File: src/rtl/assert_macros.svh
// Assertion helpers shared by the keypad command block.
// Each macro checks on the rising edge of clk, with checks off while arst_n is low.
`ifndef ASSERT_MACROS_SVH
`define ASSERT_MACROS_SVH

// Check that an implication holds in the same cycle
`define LBPC_ASSERT_NOW(lbl, ante, cons, msg) \
	lbl: assert property (@(posedge clk) disable iff (!arst_n) (ante) |-> (cons)) else $error(msg);

// Check that a consequence holds in the cycle after the antecedent
`define LBPC_ASSERT_NEXT(lbl, ante, cons, msg) \
	lbl: assert property (@(posedge clk) disable iff (!arst_n) (ante) |=> (cons)) else $error(msg);

`endif

File: src/rtl/lbpc_pkg.sv
// Shared types, constants and decode helpers for the keypad command block.
// No dependencies; used by every module of the block.
package lbpc_pkg;

	// Default widths of the sample and the millisecond time
	localparam int SAMPLE_BITS_DEF = 10;
	localparam int TIME_BITS_DEF = 32;

	// Command queue between the front and back parts
	localparam int CMD_DEPTH = 2;

	// Configuration register indexes
	typedef enum logic [2:0] {
		REG_LONG_PRESS = 3'd0,
		REG_TIMEOUT    = 3'd1,
		REG_BUTTON1    = 3'd2,
		REG_BUTTON2    = 3'd3,
		REG_BUTTON3    = 3'd4,
		REG_PAIR12     = 3'd5,
		REG_PAIR23     = 3'd6,
		REG_PAIR13     = 3'd7
	} reg_idx_t;

	// Register reset values
	localparam logic [15:0] LONG_PRESS_RST = 16'd1000;
	localparam logic [15:0] TIMEOUT_RST = 16'd200;
	typedef logic [25:0] range_t;
	typedef range_t [5:0] range_arr_t;
	localparam range_t BUTTON1_RST = 26'd13107350;
	localparam range_t BUTTON2_RST = 26'd55706400;
	localparam range_t BUTTON3_RST = 26'd60949400;
	localparam range_t PAIR12_RST = 26'd32768400;
	localparam range_t PAIR23_RST = 26'd60294030;
	localparam range_t PAIR13_RST = 26'd41288300;

	// Decoded key
	typedef enum logic [2:0] {
		BTN_NONE = 3'd0,
		BTN_1    = 3'd1,
		BTN_2    = 3'd2,
		BTN_3    = 3'd3,
		BTN_12   = 3'd4,
		BTN_23   = 3'd5,
		BTN_13   = 3'd6
	} btn_t;

	// Command bytes
	localparam logic [7:0] BYTE_PREFIX = 8'd160;
	localparam logic [7:0] BYTE_CMD = 8'd130;
	localparam logic [7:0] BYTE_RELEASE = 8'd0;
	localparam logic [7:0] CODE_END = 8'd1;
	localparam logic [7:0] CODE_CALL = 8'd2;
	localparam logic [7:0] CODE_RESET = 8'd3;
	localparam logic [7:0] CODE_MENU = 8'd4;
	localparam logic [7:0] CODE_UP = 8'd8;
	localparam logic [7:0] CODE_DOWN = 8'd248;

	// Waits before the second prefix byte
	localparam logic [10:0] WAIT_BASE = 11'd150;
	localparam logic [10:0] WAIT_REDIAL = 11'd1000;
	localparam logic [10:0] WAIT_RESET = 11'd2000;

	// Byte positions within a sequence
	localparam logic [2:0] POS_PREFIX1 = 3'd0;
	localparam logic [2:0] POS_CMD1 = 3'd1;
	localparam logic [2:0] POS_CODE = 3'd2;
	localparam logic [2:0] POS_PREFIX2 = 3'd3;
	localparam logic [2:0] POS_CMD2 = 3'd4;
	localparam logic [2:0] POS_RELEASE = 3'd5;

	// One queued command sequence
	typedef struct packed {
		logic        full_seq;  // six bytes; else three
		logic [7:0]  code;
		logic [10:0] wait_ms;   // wait before the second prefix byte
		logic        led;
	} cmd_t;

	// Pick the first range that holds the sample strictly inside it
	function automatic btn_t decode_btn(logic [15:0] v, range_arr_t r);
		btn_t b;
		b = BTN_NONE;
		for (int i = 5; i >= 0; i--) begin
			if (v > 16'(r[i][9:0]) && v < 16'(r[i][25:16])) begin
				b = btn_t'(3'(i + 1));
			end
		end
		return b;
	endfunction

	// Byte at a given position of a sequence
	function automatic logic [7:0] seq_byte(cmd_t c, logic [2:0] pos);
		logic [7:0] b;
		case (pos)
			POS_PREFIX1, POS_PREFIX2: b = BYTE_PREFIX;
			POS_CMD1, POS_CMD2:       b = BYTE_CMD;
			POS_CODE:                 b = c.code;
			default:                  b = BYTE_RELEASE;
		endcase
		return b;
	endfunction

endpackage

File: src/rtl/lbpc_front.sv
// Front part: configuration registers, press timing and key decoding.
// Turns each accepted sample into at most one queued command sequence; uses lbpc_pkg.
`include "assert_macros.svh"

module lbpc_front #(
	parameter int SAMPLE_BITS = lbpc_pkg::SAMPLE_BITS_DEF,
	parameter int TIME_BITS = lbpc_pkg::TIME_BITS_DEF
) (
	input  logic                   clk,
	input  logic                   arst_n,
	input  logic                   cfg_wr,
	input  logic [2:0]             cfg_index,
	input  logic [25:0]            cfg_data,
	input  logic                   in_take,
	input  logic [SAMPLE_BITS-1:0] sample,
	input  logic [TIME_BITS-1:0]   now_ms,
	output logic                   cmd_wr,
	output lbpc_pkg::cmd_t         cmd
);

	logic [15:0]            long_q;
	logic [15:0]            timeout_q;
	lbpc_pkg::range_arr_t   range_q;
	logic [SAMPLE_BITS-1:0] prev_q;
	logic [TIME_BITS-1:0]   start_q;
	logic [TIME_BITS-1:0]   held_q;
	logic                   long_done_q;
	logic                   menu_q;
	logic                   armed_q;

	logic                   cur_nz;
	logic                   prev_nz;
	logic [TIME_BITS-1:0]   diff;
	logic [TIME_BITS-1:0]   long_ext;
	logic                   latch;
	logic [TIME_BITS-1:0]   held_n;
	logic                   short_fire;
	logic                   long_fire;
	lbpc_pkg::btn_t         btn_prev;
	lbpc_pkg::btn_t         btn_cur;
	logic                   has_cmd;
	logic                   menu_n;
	logic                   armed_n;

	// Time the press and decode the keys
	assign cur_nz = (sample != '0);
	assign prev_nz = (prev_q != '0);
	assign diff = now_ms - start_q;
	assign long_ext = TIME_BITS'(long_q);
	assign latch = cur_nz && !prev_nz && (diff > TIME_BITS'(timeout_q));
	assign held_n = (cur_nz && !latch) ? diff : '0;
	assign short_fire = prev_nz && !cur_nz && (held_q < long_ext);
	assign long_fire = (held_n > long_ext) && !long_done_q;
	assign btn_prev = lbpc_pkg::decode_btn(16'(prev_q), range_q);
	assign btn_cur = lbpc_pkg::decode_btn(16'(sample), range_q);

	// Map the press and context to a command sequence
	always_comb begin
		has_cmd = 1'b0;
		menu_n = menu_q;
		armed_n = armed_q;
		cmd = '{full_seq: 1'b1, code: lbpc_pkg::CODE_CALL,
			wait_ms: lbpc_pkg::WAIT_BASE, led: 1'b0};
		if (short_fire) begin
			case (btn_prev)
				lbpc_pkg::BTN_1: begin
					has_cmd = 1'b1;
					if (menu_q) begin
						cmd.code = lbpc_pkg::CODE_MENU;
						cmd.led = 1'b1;
					end
				end
				lbpc_pkg::BTN_2: begin
					has_cmd = menu_q;
					cmd.full_seq = 1'b0;
					cmd.code = lbpc_pkg::CODE_DOWN;
				end
				lbpc_pkg::BTN_3: begin
					has_cmd = 1'b1;
					if (menu_q) begin
						cmd.full_seq = 1'b0;
						cmd.code = lbpc_pkg::CODE_UP;
					end else begin
						cmd.code = lbpc_pkg::CODE_END;
						menu_n = 1'b0;
					end
				end
				default: begin
					has_cmd = 1'b0;
				end
			endcase
		end else if (long_fire) begin
			case (btn_cur)
				lbpc_pkg::BTN_1: begin
					has_cmd = 1'b1;
					if (armed_q) begin
						cmd.code = lbpc_pkg::CODE_RESET;
						cmd.wait_ms = lbpc_pkg::WAIT_RESET;
						armed_n = 1'b0;
					end else begin
						cmd.wait_ms = lbpc_pkg::WAIT_REDIAL;
					end
				end
				lbpc_pkg::BTN_2: begin
					has_cmd = 1'b1;
					cmd.code = lbpc_pkg::CODE_MENU;
					cmd.led = 1'b1;
					menu_n = 1'b1;
				end
				lbpc_pkg::BTN_3: begin
					has_cmd = menu_q;
					cmd.code = lbpc_pkg::CODE_END;
					menu_n = 1'b0;
				end
				lbpc_pkg::BTN_23: begin
					armed_n = 1'b1;
				end
				default: begin
					has_cmd = 1'b0;
				end
			endcase
		end
		// Short press of button one with the menu on also opens the menu
		if (short_fire && btn_prev == lbpc_pkg::BTN_1 && menu_q) begin
			menu_n = 1'b1;
		end
	end

	assign cmd_wr = in_take && has_cmd;

	// Hold configuration registers
	always_ff @(posedge clk or negedge arst_n) begin
		if (!arst_n) begin
			long_q <= lbpc_pkg::LONG_PRESS_RST;
			timeout_q <= lbpc_pkg::TIMEOUT_RST;
			range_q[0] <= lbpc_pkg::BUTTON1_RST;
			range_q[1] <= lbpc_pkg::BUTTON2_RST;
			range_q[2] <= lbpc_pkg::BUTTON3_RST;
			range_q[3] <= lbpc_pkg::PAIR12_RST;
			range_q[4] <= lbpc_pkg::PAIR23_RST;
			range_q[5] <= lbpc_pkg::PAIR13_RST;
		end else if (cfg_wr) begin
			case (lbpc_pkg::reg_idx_t'(cfg_index))
				lbpc_pkg::REG_LONG_PRESS: long_q <= cfg_data[15:0];
				lbpc_pkg::REG_TIMEOUT:    timeout_q <= cfg_data[15:0];
				lbpc_pkg::REG_BUTTON1:    range_q[0] <= cfg_data;
				lbpc_pkg::REG_BUTTON2:    range_q[1] <= cfg_data;
				lbpc_pkg::REG_BUTTON3:    range_q[2] <= cfg_data;
				lbpc_pkg::REG_PAIR12:     range_q[3] <= cfg_data;
				lbpc_pkg::REG_PAIR23:     range_q[4] <= cfg_data;
				lbpc_pkg::REG_PAIR13:     range_q[5] <= cfg_data;
				default:                  long_q <= long_q;
			endcase
		end
	end

	// Advance press state on each accepted sample
	always_ff @(posedge clk or negedge arst_n) begin
		if (!arst_n) begin
			prev_q <= '0;
			start_q <= '0;
			held_q <= '0;
			long_done_q <= 1'b0;
			menu_q <= 1'b0;
			armed_q <= 1'b0;
		end else if (in_take) begin
			prev_q <= sample;
			if (!cur_nz) begin
				start_q <= '0;
			end else if (latch) begin
				start_q <= now_ms;
			end
			held_q <= held_n;
			if (long_fire) begin
				long_done_q <= 1'b1;
			end else if (prev_nz && !cur_nz) begin
				long_done_q <= 1'b0;
			end
			menu_q <= menu_n;
			armed_q <= armed_n;
		end
	end

	// A release and a long hold never fall on the same sample
	`LBPC_ASSERT_NOW(a_one_press_kind, in_take, !(short_fire && long_fire), "short and long press together")
	// A long press is reported once per hold
	`LBPC_ASSERT_NEXT(a_long_once, in_take && long_fire, long_done_q, "long press not marked done")

endmodule

File: src/rtl/lbpc_cmd_fifo.sv
// Short command queue between the front and back parts.
// Holds lbpc_pkg::cmd_t entries; depth from lbpc_pkg::CMD_DEPTH.
`include "assert_macros.svh"

module lbpc_cmd_fifo (
	input  logic           clk,
	input  logic           arst_n,
	input  logic           wr,
	input  lbpc_pkg::cmd_t wdata,
	output logic           full,
	input  logic           rd,
	output logic           avail,
	output lbpc_pkg::cmd_t rdata
);

	localparam int DEPTH = lbpc_pkg::CMD_DEPTH;
	localparam int PW = (DEPTH > 1) ? $clog2(DEPTH) : 1;
	localparam int CW = $clog2(DEPTH + 1);

	lbpc_pkg::cmd_t mem_q [DEPTH];
	logic [PW-1:0]  wptr_q;
	logic [PW-1:0]  rptr_q;
	logic [CW-1:0]  cnt_q;

	assign full = (cnt_q == CW'(DEPTH));
	assign avail = (cnt_q != '0);
	assign rdata = mem_q[rptr_q];

	// Store entries
	always_ff @(posedge clk) begin
		if (wr) begin
			mem_q[wptr_q] <= wdata;
		end
	end

	// Advance pointers and count
	always_ff @(posedge clk or negedge arst_n) begin
		if (!arst_n) begin
			wptr_q <= '0;
			rptr_q <= '0;
			cnt_q <= '0;
		end else begin
			if (wr) begin
				wptr_q <= (wptr_q == PW'(DEPTH - 1)) ? '0 : wptr_q + 1'b1;
			end
			if (rd) begin
				rptr_q <= (rptr_q == PW'(DEPTH - 1)) ? '0 : rptr_q + 1'b1;
			end
			if (wr && !rd) begin
				cnt_q <= cnt_q + 1'b1;
			end else if (rd && !wr) begin
				cnt_q <= cnt_q - 1'b1;
			end
		end
	end

	`LBPC_ASSERT_NOW(a_no_overflow, wr, !full || rd, "write into a full command queue")
	`LBPC_ASSERT_NOW(a_no_underflow, rd, avail, "read from an empty command queue")

endmodule

File: src/rtl/lbpc_back.sv
// Back part: expands queued commands into bytes and holds the result register.
// Reads lbpc_pkg::cmd_t from the command queue; uses lbpc_pkg byte helpers.
`include "assert_macros.svh"

module lbpc_back (
	input  logic           clk,
	input  logic           arst_n,
	input  logic           cmd_avail,
	input  lbpc_pkg::cmd_t cmd,
	output logic           cmd_rd,
	input  logic           pop,
	output logic           empty,
	output logic [7:0]     out_byte,
	output logic [10:0]    wait_ms,
	output logic           red_led_on,
	output logic           is_last
);

	logic [2:0]  pos_q;
	logic        out_valid_q;
	logic [7:0]  byte_q;
	logic [10:0] wait_q;
	logic        led_q;
	logic        last_q;

	logic        load;
	logic        seq_end;

	// Load the next byte when the result register is free or being taken
	assign load = cmd_avail && (!out_valid_q || pop);
	assign seq_end = cmd.full_seq ? (pos_q == lbpc_pkg::POS_RELEASE)
		: (pos_q == lbpc_pkg::POS_CODE);
	assign cmd_rd = load && seq_end;

	// Hold result payload
	always_ff @(posedge clk) begin
		if (load) begin
			byte_q <= lbpc_pkg::seq_byte(cmd, pos_q);
			wait_q <= (pos_q == lbpc_pkg::POS_PREFIX2) ? cmd.wait_ms : '0;
			led_q <= cmd.led;
			last_q <= seq_end;
		end
	end

	// Advance byte position and result valid
	always_ff @(posedge clk or negedge arst_n) begin
		if (!arst_n) begin
			pos_q <= '0;
			out_valid_q <= 1'b0;
		end else begin
			if (load) begin
				pos_q <= seq_end ? '0 : pos_q + 1'b1;
				out_valid_q <= 1'b1;
			end else if (pop) begin
				out_valid_q <= 1'b0;
			end
		end
	end

	assign empty = !out_valid_q;
	assign out_byte = byte_q;
	assign wait_ms = wait_q;
	assign red_led_on = led_q;
	assign is_last = last_q;

	// Mid-sequence the command must still be at the queue head
	`LBPC_ASSERT_NOW(a_head_held, pos_q != 3'd0, cmd_avail, "command left queue mid-sequence")
	// A short sequence never runs past its code byte
	`LBPC_ASSERT_NOW(a_step_len, cmd_avail && !cmd.full_seq, pos_q <= lbpc_pkg::POS_CODE, "short sequence overrun")

endmodule

File: src/rtl/ladder_button_press_commander_core.sv
// Keypad command block, top level: joins the front part, command queue and back part.
// Depends on lbpc_pkg, lbpc_front, lbpc_cmd_fifo and lbpc_back.
// Use:
//   Samples enter as a queue: drive sample and now_ms with push; a sample is taken
//   on a clock edge with push high and full low. Each sample gives zero, three or
//   six command bytes, read as a queue: while empty is low the oldest byte is on
//   out_byte, wait_ms, red_led_on and is_last; pop with empty low takes it.
//   is_last marks the final byte of one sample's sequence.
//   Configuration writes use cfg_valid/cfg_ready (ready always high), cfg_index
//   selecting the register and cfg_data the value; write only while idle.
// Timing:
//   A sample is decoded in the cycle it is taken; its first byte passes through the
//   command queue and the result register to the result ports. The back part sends
//   one byte per cycle while pop stays high; when every sample makes a command, the
//   byte sequencer sets the sample rate; samples enter while the queue has room.
//   Samples that make no command are taken every cycle while the queue has room.
// Stalls and reset:
//   When pop stays low the result register holds; the two-entry command queue
//   fills and then full rises. Reset clears press state, context and queues and
//   loads the default register values; no clearing pass is needed.
module ladder_button_press_commander_core #(
	parameter int SAMPLE_BITS = lbpc_pkg::SAMPLE_BITS_DEF,
	parameter int TIME_BITS = lbpc_pkg::TIME_BITS_DEF
) (
	input  logic                   clk,
	input  logic                   arst_n,
	input  logic                   push,
	output logic                   full,
	input  logic [SAMPLE_BITS-1:0] sample,
	input  logic [TIME_BITS-1:0]   now_ms,
	output logic                   empty,
	input  logic                   pop,
	output logic [7:0]             out_byte,
	output logic [10:0]            wait_ms,
	output logic                   red_led_on,
	output logic                   is_last,
	input  logic                   cfg_valid,
	output logic                   cfg_ready,
	input  logic [2:0]             cfg_index,
	input  logic [25:0]            cfg_data
);

	logic           in_take;
	logic           cmd_wr;
	lbpc_pkg::cmd_t cmd_in;
	logic           cmd_rd;
	logic           cmd_avail;
	lbpc_pkg::cmd_t cmd_head;

	assign cfg_ready = 1'b1;
	assign in_take = push && !full;

	lbpc_front #(
		.SAMPLE_BITS(SAMPLE_BITS),
		.TIME_BITS(TIME_BITS)
	) u_front (
		.clk(clk),
		.arst_n(arst_n),
		.cfg_wr(cfg_valid && cfg_ready),
		.cfg_index(cfg_index),
		.cfg_data(cfg_data),
		.in_take(in_take),
		.sample(sample),
		.now_ms(now_ms),
		.cmd_wr(cmd_wr),
		.cmd(cmd_in)
	);

	lbpc_cmd_fifo u_fifo (
		.clk(clk),
		.arst_n(arst_n),
		.wr(cmd_wr),
		.wdata(cmd_in),
		.full(full),
		.rd(cmd_rd),
		.avail(cmd_avail),
		.rdata(cmd_head)
	);

	lbpc_back u_back (
		.clk(clk),
		.arst_n(arst_n),
		.cmd_avail(cmd_avail),
		.cmd(cmd_head),
		.cmd_rd(cmd_rd),
		.pop(pop),
		.empty(empty),
		.out_byte(out_byte),
		.wait_ms(wait_ms),
		.red_led_on(red_led_on),
		.is_last(is_last)
	);

endmodule

File: config.mk
export PLATFORM = sky130hd
export DESIGN_NAME = ladder_button_press_commander_core
export DESIGN_NICKNAME = d
export VERILOG_FILES = /design/src/rtl/lbpc_pkg.sv /design/src/rtl/lbpc_front.sv /design/src/rtl/lbpc_cmd_fifo.sv /design/src/rtl/lbpc_back.sv /design/src/rtl/ladder_button_press_commander_core.sv
export VERILOG_INCLUDE_DIRS = /design/src /design/src/rtl
export SDC_FILE = /design/constraint.sdc
export NUM_CORES = 1
export LEC_CHECK = 0
export BUFFER_PORTS_ARGS = -buffer_cell sky130_fd_sc_hd__buf_4
export CAP_MARGIN = 20
export CORE_MARGIN = 8
export CORE_UTILIZATION = 56
export DETAILED_ROUTE_END_ITERATION = 8
export PLACE_DENSITY = 0.77
export SETUP_SLACK_MARGIN = 0.2
export SLEW_MARGIN = 20
export SYNTH_ARGS = -nofsm -noshare
export SYNTH_HDL_FRONTEND = slang
export SYNTH_HIERARCHICAL = 1
export SYNTH_SLANG_ARGS = --single-unit
File: constraint.sdc
create_clock -name clk -period 6.7 [get_ports clk]
set_input_delay 0.335 -clock clk [delete_from_list [all_inputs] [get_ports clk]]
set_output_delay 0.335 -clock clk [all_outputs]
set_load 0.02 [all_outputs]
Yosys cells after proc, flatten, opt, wreduce, memory -nomap -nowiden
Memory sizes are Yosys's and may differ from the RTL's.
Index checks and enable logic that the tools add are counted.
W data, S select, Z words.
{"block": "op_classes", "n_addsub": 6, "n_lt_le_gt_ge": 27, "eq_ne": 22, "n_mux": 55, "bitwise": 1, "reduce_logical": 62}
{"op": "$gt A10 B10 Y1", "n": 12}
{"op": "$lt A10 B10 Y1", "n": 12}
{"op": "$mux W32", "n": 3}
{"op": "$pmux W8 S3", "n": 3}
{"op": "$gt A32 B16 Y1", "n": 2}
{"op": "$mux W3", "n": 14}
{"op": "$mux W11", "n": 3}
{"op": "$lt A32 B16 Y1", "n": 1}
{"op": "$sub A32 B32 Y32", "n": 1}
{"op": "$logic_and A1 B1 Y1", "n": 26}
{"op": "$eq A3 B2 Y1 const B", "n": 8}
{"op": "$mux W1", "n": 22}
{"op": "$eq A3 B3 Y1 const B", "n": 7}
{"op": "$mux W20", "n": 1}
{"op": "$reduce_and A2 Y1", "n": 10}
{"op": "$reduce_bool A10 Y1", "n": 2}
{"op": "$eq A3 B1 Y1 const B", "n": 4}
{"op": "$pmux W1 S2", "n": 5}
{"op": "$reduce_bool A2 Y1", "n": 5}
{"op": "$logic_not A1 Y1", "n": 8}
{"op": "$mux W8", "n": 1}
{"op": "$reduce_and A4 Y1", "n": 2}
{"op": "$reduce_or A2 Y1", "n": 4}
{"op": "$logic_not A3 Y1", "n": 2}
{"op": "other kinds (13)", "n": 15}
{"block": "word_totals", "register_bits": 294, "mem_bits_rw": 42, "in_bits": 76, "output_inout_bits": 24, "word_cells": 197, "mem_count": 1}
{"name": "u_fifo.mem_q", "words": 2, "width": 21, "rd": 1, "rd_ports_with_merged_regs": 0, "write_ports": 1, "line_no": "lbpc_cmd_fifo.sv:20", "source": "lbpc_pkg::cmd_t mem_q [DEPTH];"}

Longest topological paths before layout
{"block": "depth", "depth_word": 18, "mapped_depth": 36, "depth_no_buf": 35}

Cells and area by module
Netlist, hierarchy kept.
{"module": "lbpc_front", "instances": 1, "cells_each": 1569, "area_each_um2": 14964.4, "seq_area_each_um2": 5297.6}
{"module": "lbpc_cmd_fifo", "instances": 1, "cells_each": 81, "area_each_um2": 1709.1, "seq_area_each_um2": 1361.3}
{"module": "lbpc_back", "instances": 1, "cells_each": 76, "area_each_um2": 1079.8, "seq_area_each_um2": 730.7}
{"module": "ladder_button_press_commander_core", "instances": 1, "cells_each": 3, "area_each_um2": 25.0, "seq_area_each_um2": 0.0}

Worst setup path before layout
OpenSTA, ideal clock, no wires.
{"block": "synth_timing", "path_kind": "input -> register", "start": "in now_ms[0]", "end": "mem u_fifo/mem_q[0][0] (netlist name) (enable)", "setup_time_ps": 401, "t_arrival_ps": 6565, "t_required_ps": 6299, "slack_ps": -266, "stages": 32, "n_path_buf": 1, "cell_sequence": "inv_1 -> ha_1 -> inv_1 -> fa_1 -> a21o_1 -> a221o_1 -> a41oi_2 -> nand2_1 -> xnor2_1 -> inv_1 -> ha_1 -> nand4_1 -> or3_1 -> o221ai_1 -> o21a_1 -> nor3_1 -> a21oi_2 -> buf_2 -> nor2_1 -> ha_1 -> a21oi_1 -> nor2b_1 -> o21ai_0 -> a21oi_1 -> o21a_1 -> o21ai_0 -> nand3_1 -> a22oi_1 -> a21oi_1 -> a21boi_0 -> a311oi_1 -> nor2b_1"}
{"block": "synth_between", "elab_chain_len": 13}
{"element": "start, declared", "line_no": "ladder_button_press_commander_core.sv:30", "source": "input logic [TIME_BITS-1:0] now_ms,"}
{"element": "$sub A32 B32 Y32 *", "line_no": "lbpc_front.sv:48", "source": "assign diff = now_ms - start_q;"}
{"element": "$gt A32 B16 Y1", "line_no": "lbpc_front.sv:50", "source": "assign latch = cur_nz && !prev_nz && (diff > TIME_BITS'(timeout_q));"}
{"element": "$logic_and A1 B1 Y1", "line_no": "lbpc_front.sv:50"}
{"element": "$logic_not A1 Y1", "line_no": "lbpc_front.sv:51", "source": "assign held_n = (cur_nz && !latch) ? diff : '0;"}
{"element": "$logic_and A1 B1 Y1", "line_no": "lbpc_front.sv:51"}
{"element": "$mux W32 *", "line_no": "lbpc_front.sv:51"}
{"element": "via u_front.held_n[9]", "line_no": "lbpc_front.sv:36", "source": "logic [TIME_BITS-1:0] held_n;"}
{"element": "$gt A32 B16 Y1 *", "line_no": "lbpc_front.sv:53", "source": "assign long_fire = (held_n > long_ext) && !long_done_q;"}
{"element": "$logic_and A1 B1 Y1 *", "line_no": "lbpc_front.sv:53"}
{"element": "$mux W1 *", "line_no": "lbpc_front.sv:92", "source": "end else if (long_fire) begin"}
{"element": "$mux W1 *", "line_no": "lbpc_front.sv:64", "source": "if (short_fire) begin"}
{"element": "$logic_and A1 B1 Y1 *", "line_no": "lbpc_front.sv:129", "source": "assign cmd_wr = in_take && has_cmd;"}
{"element": "via cmd_wr", "line_no": "ladder_button_press_commander_core.sv:44", "source": "logic cmd_wr;"}
{"element": "$mux W1 *", "line_no": "lbpc_cmd_fifo.sv:31", "source": "if (wr) begin"}
{"element": "$mux W1 (not written as such) *", "line_no": "lbpc_cmd_fifo.sv:32", "source": "mem_q[wptr_q] <= wdata;"}
{"element": "end, declared", "line_no": "lbpc_cmd_fifo.sv:20"}
Mark *: on every way through the listed nets, which the timed path passes. The rest lies on a longest branch.

Final worst setup path
{"block": "layout_timing", "start": "reg u_front.start_q[0]", "end": "mem u_fifo/mem_q[0][6] (netlist name) (enable)"}
{"block": "layout_between", "elab_chain_len": 13}
{"element": "start, declared", "line_no": "lbpc_front.sv:25", "source": "logic [TIME_BITS-1:0] start_q;"}
{"element": "start signal, assigned", "line_no": "lbpc_front.sv:171", "source": "start_q <= now_ms;"}
{"element": "$sub A32 B32 Y32 *", "line_no": "lbpc_front.sv:48"}
{"element": "$gt A32 B16 Y1", "line_no": "lbpc_front.sv:50"}
{"element": "$logic_and A1 B1 Y1", "line_no": "lbpc_front.sv:50"}
{"element": "$logic_not A1 Y1", "line_no": "lbpc_front.sv:51"}
{"element": "$logic_and A1 B1 Y1", "line_no": "lbpc_front.sv:51"}
{"element": "$mux W32 *", "line_no": "lbpc_front.sv:51"}
{"element": "via u_front.held_n[15]", "line_no": "lbpc_front.sv:36"}
{"element": "$gt A32 B16 Y1 *", "line_no": "lbpc_front.sv:53"}
{"element": "$logic_and A1 B1 Y1 *", "line_no": "lbpc_front.sv:53"}
{"element": "$mux W1 *", "line_no": "lbpc_front.sv:92"}
{"element": "$mux W1 *", "line_no": "lbpc_front.sv:64"}
{"element": "$logic_and A1 B1 Y1 *", "line_no": "lbpc_front.sv:129"}
{"element": "via cmd_wr", "line_no": "ladder_button_press_commander_core.sv:44"}
{"element": "$mux W1 *", "line_no": "lbpc_cmd_fifo.sv:31"}
{"element": "$mux W1 (not written as such) *", "line_no": "lbpc_cmd_fifo.sv:32"}
Marks and branches as above.

==> flow_summary.toml <==
[clock_tree]
cts_root_buf = "clkbuf_16"
clk_path_buf_depth = 3
cts_tree = "yes"
cts_sinks = 280
cts.clk_slew.worst_paths_ns = 0.06
cts_made_buffers = 31
clk_latency_ns = 0.56
h-tree-depth = 1

[critical_path]
max_stage_delay_ns = 0.42
r2r_setup_slack_ns = 0.20
required_ns = 6.97
worstPathArrival_ns = 6.77
crit_slowest_cell = "or3_4"
crit_type = "reg -> reg"
startpoint_type = "flip-flop"
critPathCaptureType = "flip-flop"
cp_max_fo = 8

[global_routing]
grt_pass1_vias = 13590
grt_max_degree = 142
antenna_found_initial = 0
track_usage = 0.2198
grt_overflow = 0
grt_pass1_wl_mm = 69.46

[yosys]
netlist_area_um2 = 17780
synth.largest_area_cell = "dfrtp_1"
seq_area_frac_synth = 0.4157
synth_nets = 2042
ys_warn_count = 6
ys_ff_latch = 280
syn-instance-count = 1729
synth.area.top_cells = "dfrtp_1 23%, ha_1 17%, edfxtp_1 11%"
syn_avg_cell_area_um2 = 10.28
ys_types = 80
synth_top_flop_cell = "dfrtp_1"
post-synth-top-area-fraction = 0.2294
synth_edf_count = 63
async_flop_share = 0.7750

[placement]
globalplace.congestion = 0.9186
place_inst = 2193
io_buffers = 98
pre_cts_ws_ns = 0.01240
hpwl_mm = 30.18

[final_layout]
final_util = 0.6639
syn_to_final_growth_pct = 17.22
layout.nets = 2190
antenna_cells = 0
drive_above_1_share = 0.2278
layout.cells.non_filler = 2303
fillers = 2375

[floorplanning]
rows = 65
initial_core_util = 0.5663
die_h_um = 194.2
die-area_um2 = 37700
pin_count = 100
coreArea_um2 = 31390
fp.dieW_um = 194.2

[route]
drc = 0
drtPass1Iterations = 5
vias_per_cell = 5.867
drtAntennaViolNets = 0
num_vias = 13510
drt_iter0_markers = 851
wl_per_cell_um = 18.90
drt_wl_total_mm = 43.54

[power_and_ir_drop]
powerDensity_nw_per_um2 = 347.3
irDropWorstVdd_mv = 0.2532
leakagePower_uw = 0.009491
total_power_uw = 7237

[timing]
period_minus_slack_ns = 6.496
max_freq_mhz = 153.9
skew_ns = 0.01435
rsz0062_at_grt = "yes"
relSlewSlack = 0.3611
finalMaxSlewViolations = 0
tns_ns = 0
period_share = 0.9696
hold_violations = 0
setup_viol = 0
setup_ws_ns = 0.2035
worst_pin_slew_ns = 0.9584

[min_path]
hold_path_class = "in -> reg"

[outcome]
status = "complete, no violations"

[job]
timing.max_cap.violations = 0
==> cells by family (layout without fill, tap and decap cells) <==
group | count (synthesis) | after routing | share of synthesized area
compound gates | 425 | 425 | 0.1595
fa+ha+maj | 237 | 237 | 0.1672
xor+xnor | 26 | 26 | 0.01281
simple gates | 385 | 385 | 0.1119
mux | 113 | 113 | 0.07143
buf+inv | 260 | 432 | 0.06081
flops | 280 | 280 | 0.4157
other cells | 3 | 3 | 0.0006334
==> cell usage in the layout, fill, tap and decap left out, types with 6 or more instances in the layout <==
| master | instances |
|---|---|
| a211oi_1 | 9 |
| a21o_1 | 54 |
| a21oi_1 | 74 |
| a21oi_2 | 8 |
| a22o_1 | 36 |
| a311oi_1 | 6 |
| and2_1 | 25 |
| and3_1 | 8 |
| buf_4 | 142 |
| clkbuf_1 | 8 |
| clkbuf_16 | 34 |
| clkinv_2 | 6 |
| dfrtp_1 | 163 |
| dfstp_2 | 54 |
| dlygate4sd3_1 | 24 |
| edfxtp_1 | 63 |
| ha_1 | 227 |
| ha_4 | 6 |
| inv_1 | 194 |
| mux2_2 | 111 |
| nand2_1 | 118 |
| nand2b_1 | 20 |
| nand3_1 | 32 |
| nand4_1 | 30 |
| nor2_1 | 48 |
| nor2b_1 | 23 |
| nor3_1 | 22 |
| nor4_1 | 9 |
| o2111ai_1 | 7 |
| o211ai_1 | 13 |
| o21a_1 | 24 |
| o21ai_0 | 114 |
| o21ai_1 | 6 |
| o21bai_1 | 6 |
| o2bb2ai_1 | 13 |
| xnor2_1 | 6 |
| xor2_1 | 15 |
==> registers in the layout, indices dropped and copies added, names as in the netlist <==
name,flops
u_fifo/rptr_q,1
u_back/pos_q,3
u_front/armed_q,1
u_front/long_done_q,1
u_front/held_q,32
u_back/is_last,1
u_front/long_q,16
u_fifo/cnt_q,2
u_back/wait_ms,11
u_fifo/wptr_q,1
u_front/timeout_q,16
u_back/out_valid_q,1
u_back/out_byte,8
u_front/range_q,100
u_fifo/mem_q,42
u_front/start_q,32
u_front/menu_q,1
u_back/red_led_on,1
u_front/prev_q,10
==> synthesized netlist by cell type (4+ instances only) <==
cell type and count:
o221ai_1 4, xor2_1 16, buf_4 19, a31oi_1 6
nor3_1 26, and3_1 8, a21oi_1 80, inv_1 196
and2_1 26, nor2b_1 28, o21bai_1 6, a22o_1 36
dfrtp_1 163, xnor2_1 10, nor4_1 9, dfstp_2 54
nand2_1 119, a211oi_1 10, o21a_1 24, ha_1 236
nand2b_1 20, buf_2 9, nand3_1 33, o21ai_0 120
a21o_1 54, nor2_1 51, o2111ai_1 7, mux2_2 111
edfxtp_1 63, and4_1 5, o211a_1 4, nand4_1 30
a2111oi_0 5, nand4b_1 4, o211ai_1 13, a21boi_0 4
a311oi_1 6, or3_1 5, clkbuf_1 32, o2bb2ai_1 13
==> where the power goes <==
| group | internal, uW | total (uW) | switching (uW) | leakage, uW |
|---|---|---|---|---|
| clock network | 1100 | 1790 | 696 | 0.000520 |
| registers | 2220 | 2520 | 299 | 0.00312 |
| logic | 1340 | 2920 | 1580 | 0.00585 |
==> routing by layer <==
layer,track usage,share of wire,up-vias
li1,-,-,6501
met1,0.2910,0.45,6590
met2,0.3690,0.48,332
met3,0.03002,0.046,88
met4,0.06931,0.028,0
met5,0,0,-
==> area by class of cell <==
type,count,area (um^2),area share
multi-input combinational,1189,9598,0.4606
sequential,280,7390,0.3546
timing repair buffer,179,1539,0.07385
clock buffer,43,872.1,0.04185
inverter,196,735.7,0.03530
tap,402,503.0,0.02414
clock inverter,14,202.7,0.009726
==> worst max-delay path, delay by kind of cell (launching register included) <==
family / cells / cell delay, ns
AOI/OAI and AO/OA: 10 / 2.06
xor gates and xnor gates: 1 / 0.20
adders and majority gates: 4 / 1.17
buffers and inverters: 6 / 0.80
DFF: 1 / 0.36
and+or+nand+nor: 10 / 1.61
==> per-stage QoR <==
step / hold WS, ns / instance area, um^2
after floorplan: 0.03941 / 17790
after global placement: 0.4644 / 18950
after detailed placement: 0.4782 / 18970
after CTS: 0.0006883 / 20300
after global routing: 0.004869 / 20840
final: 0.01864 / 20840
==> timing repair <==
action / CTS / global route
pin swaps: 1 / 43
resized for setup: 1 / 56
gates cloned: 0 / 3
hold buffers: 24 / 0
setup buffers: 1 / 23
endpoints found under the hold margin: 80 / 0
setup endpoints to repair: 9 / 65
==> final timing paths <==
path,endpoint,from,depth (start not counted)
hold / removal,u_front/start_q[28],now_ms[28],2
min in group asynchronous,u_front/range_q[84],arst_n,2
max in group asynchronous,u_front/held_q[10],arst_n,3
setup / recovery,u_fifo/mem_q[0][6],u_front/start_q[0],31
hold reg to reg,u_fifo/cnt_q[1],u_fifo/cnt_q[1],1
setup reg to reg,u_fifo/mem_q[0][6],u_front/start_q[0],31
(Power assumes the default switching activity.)
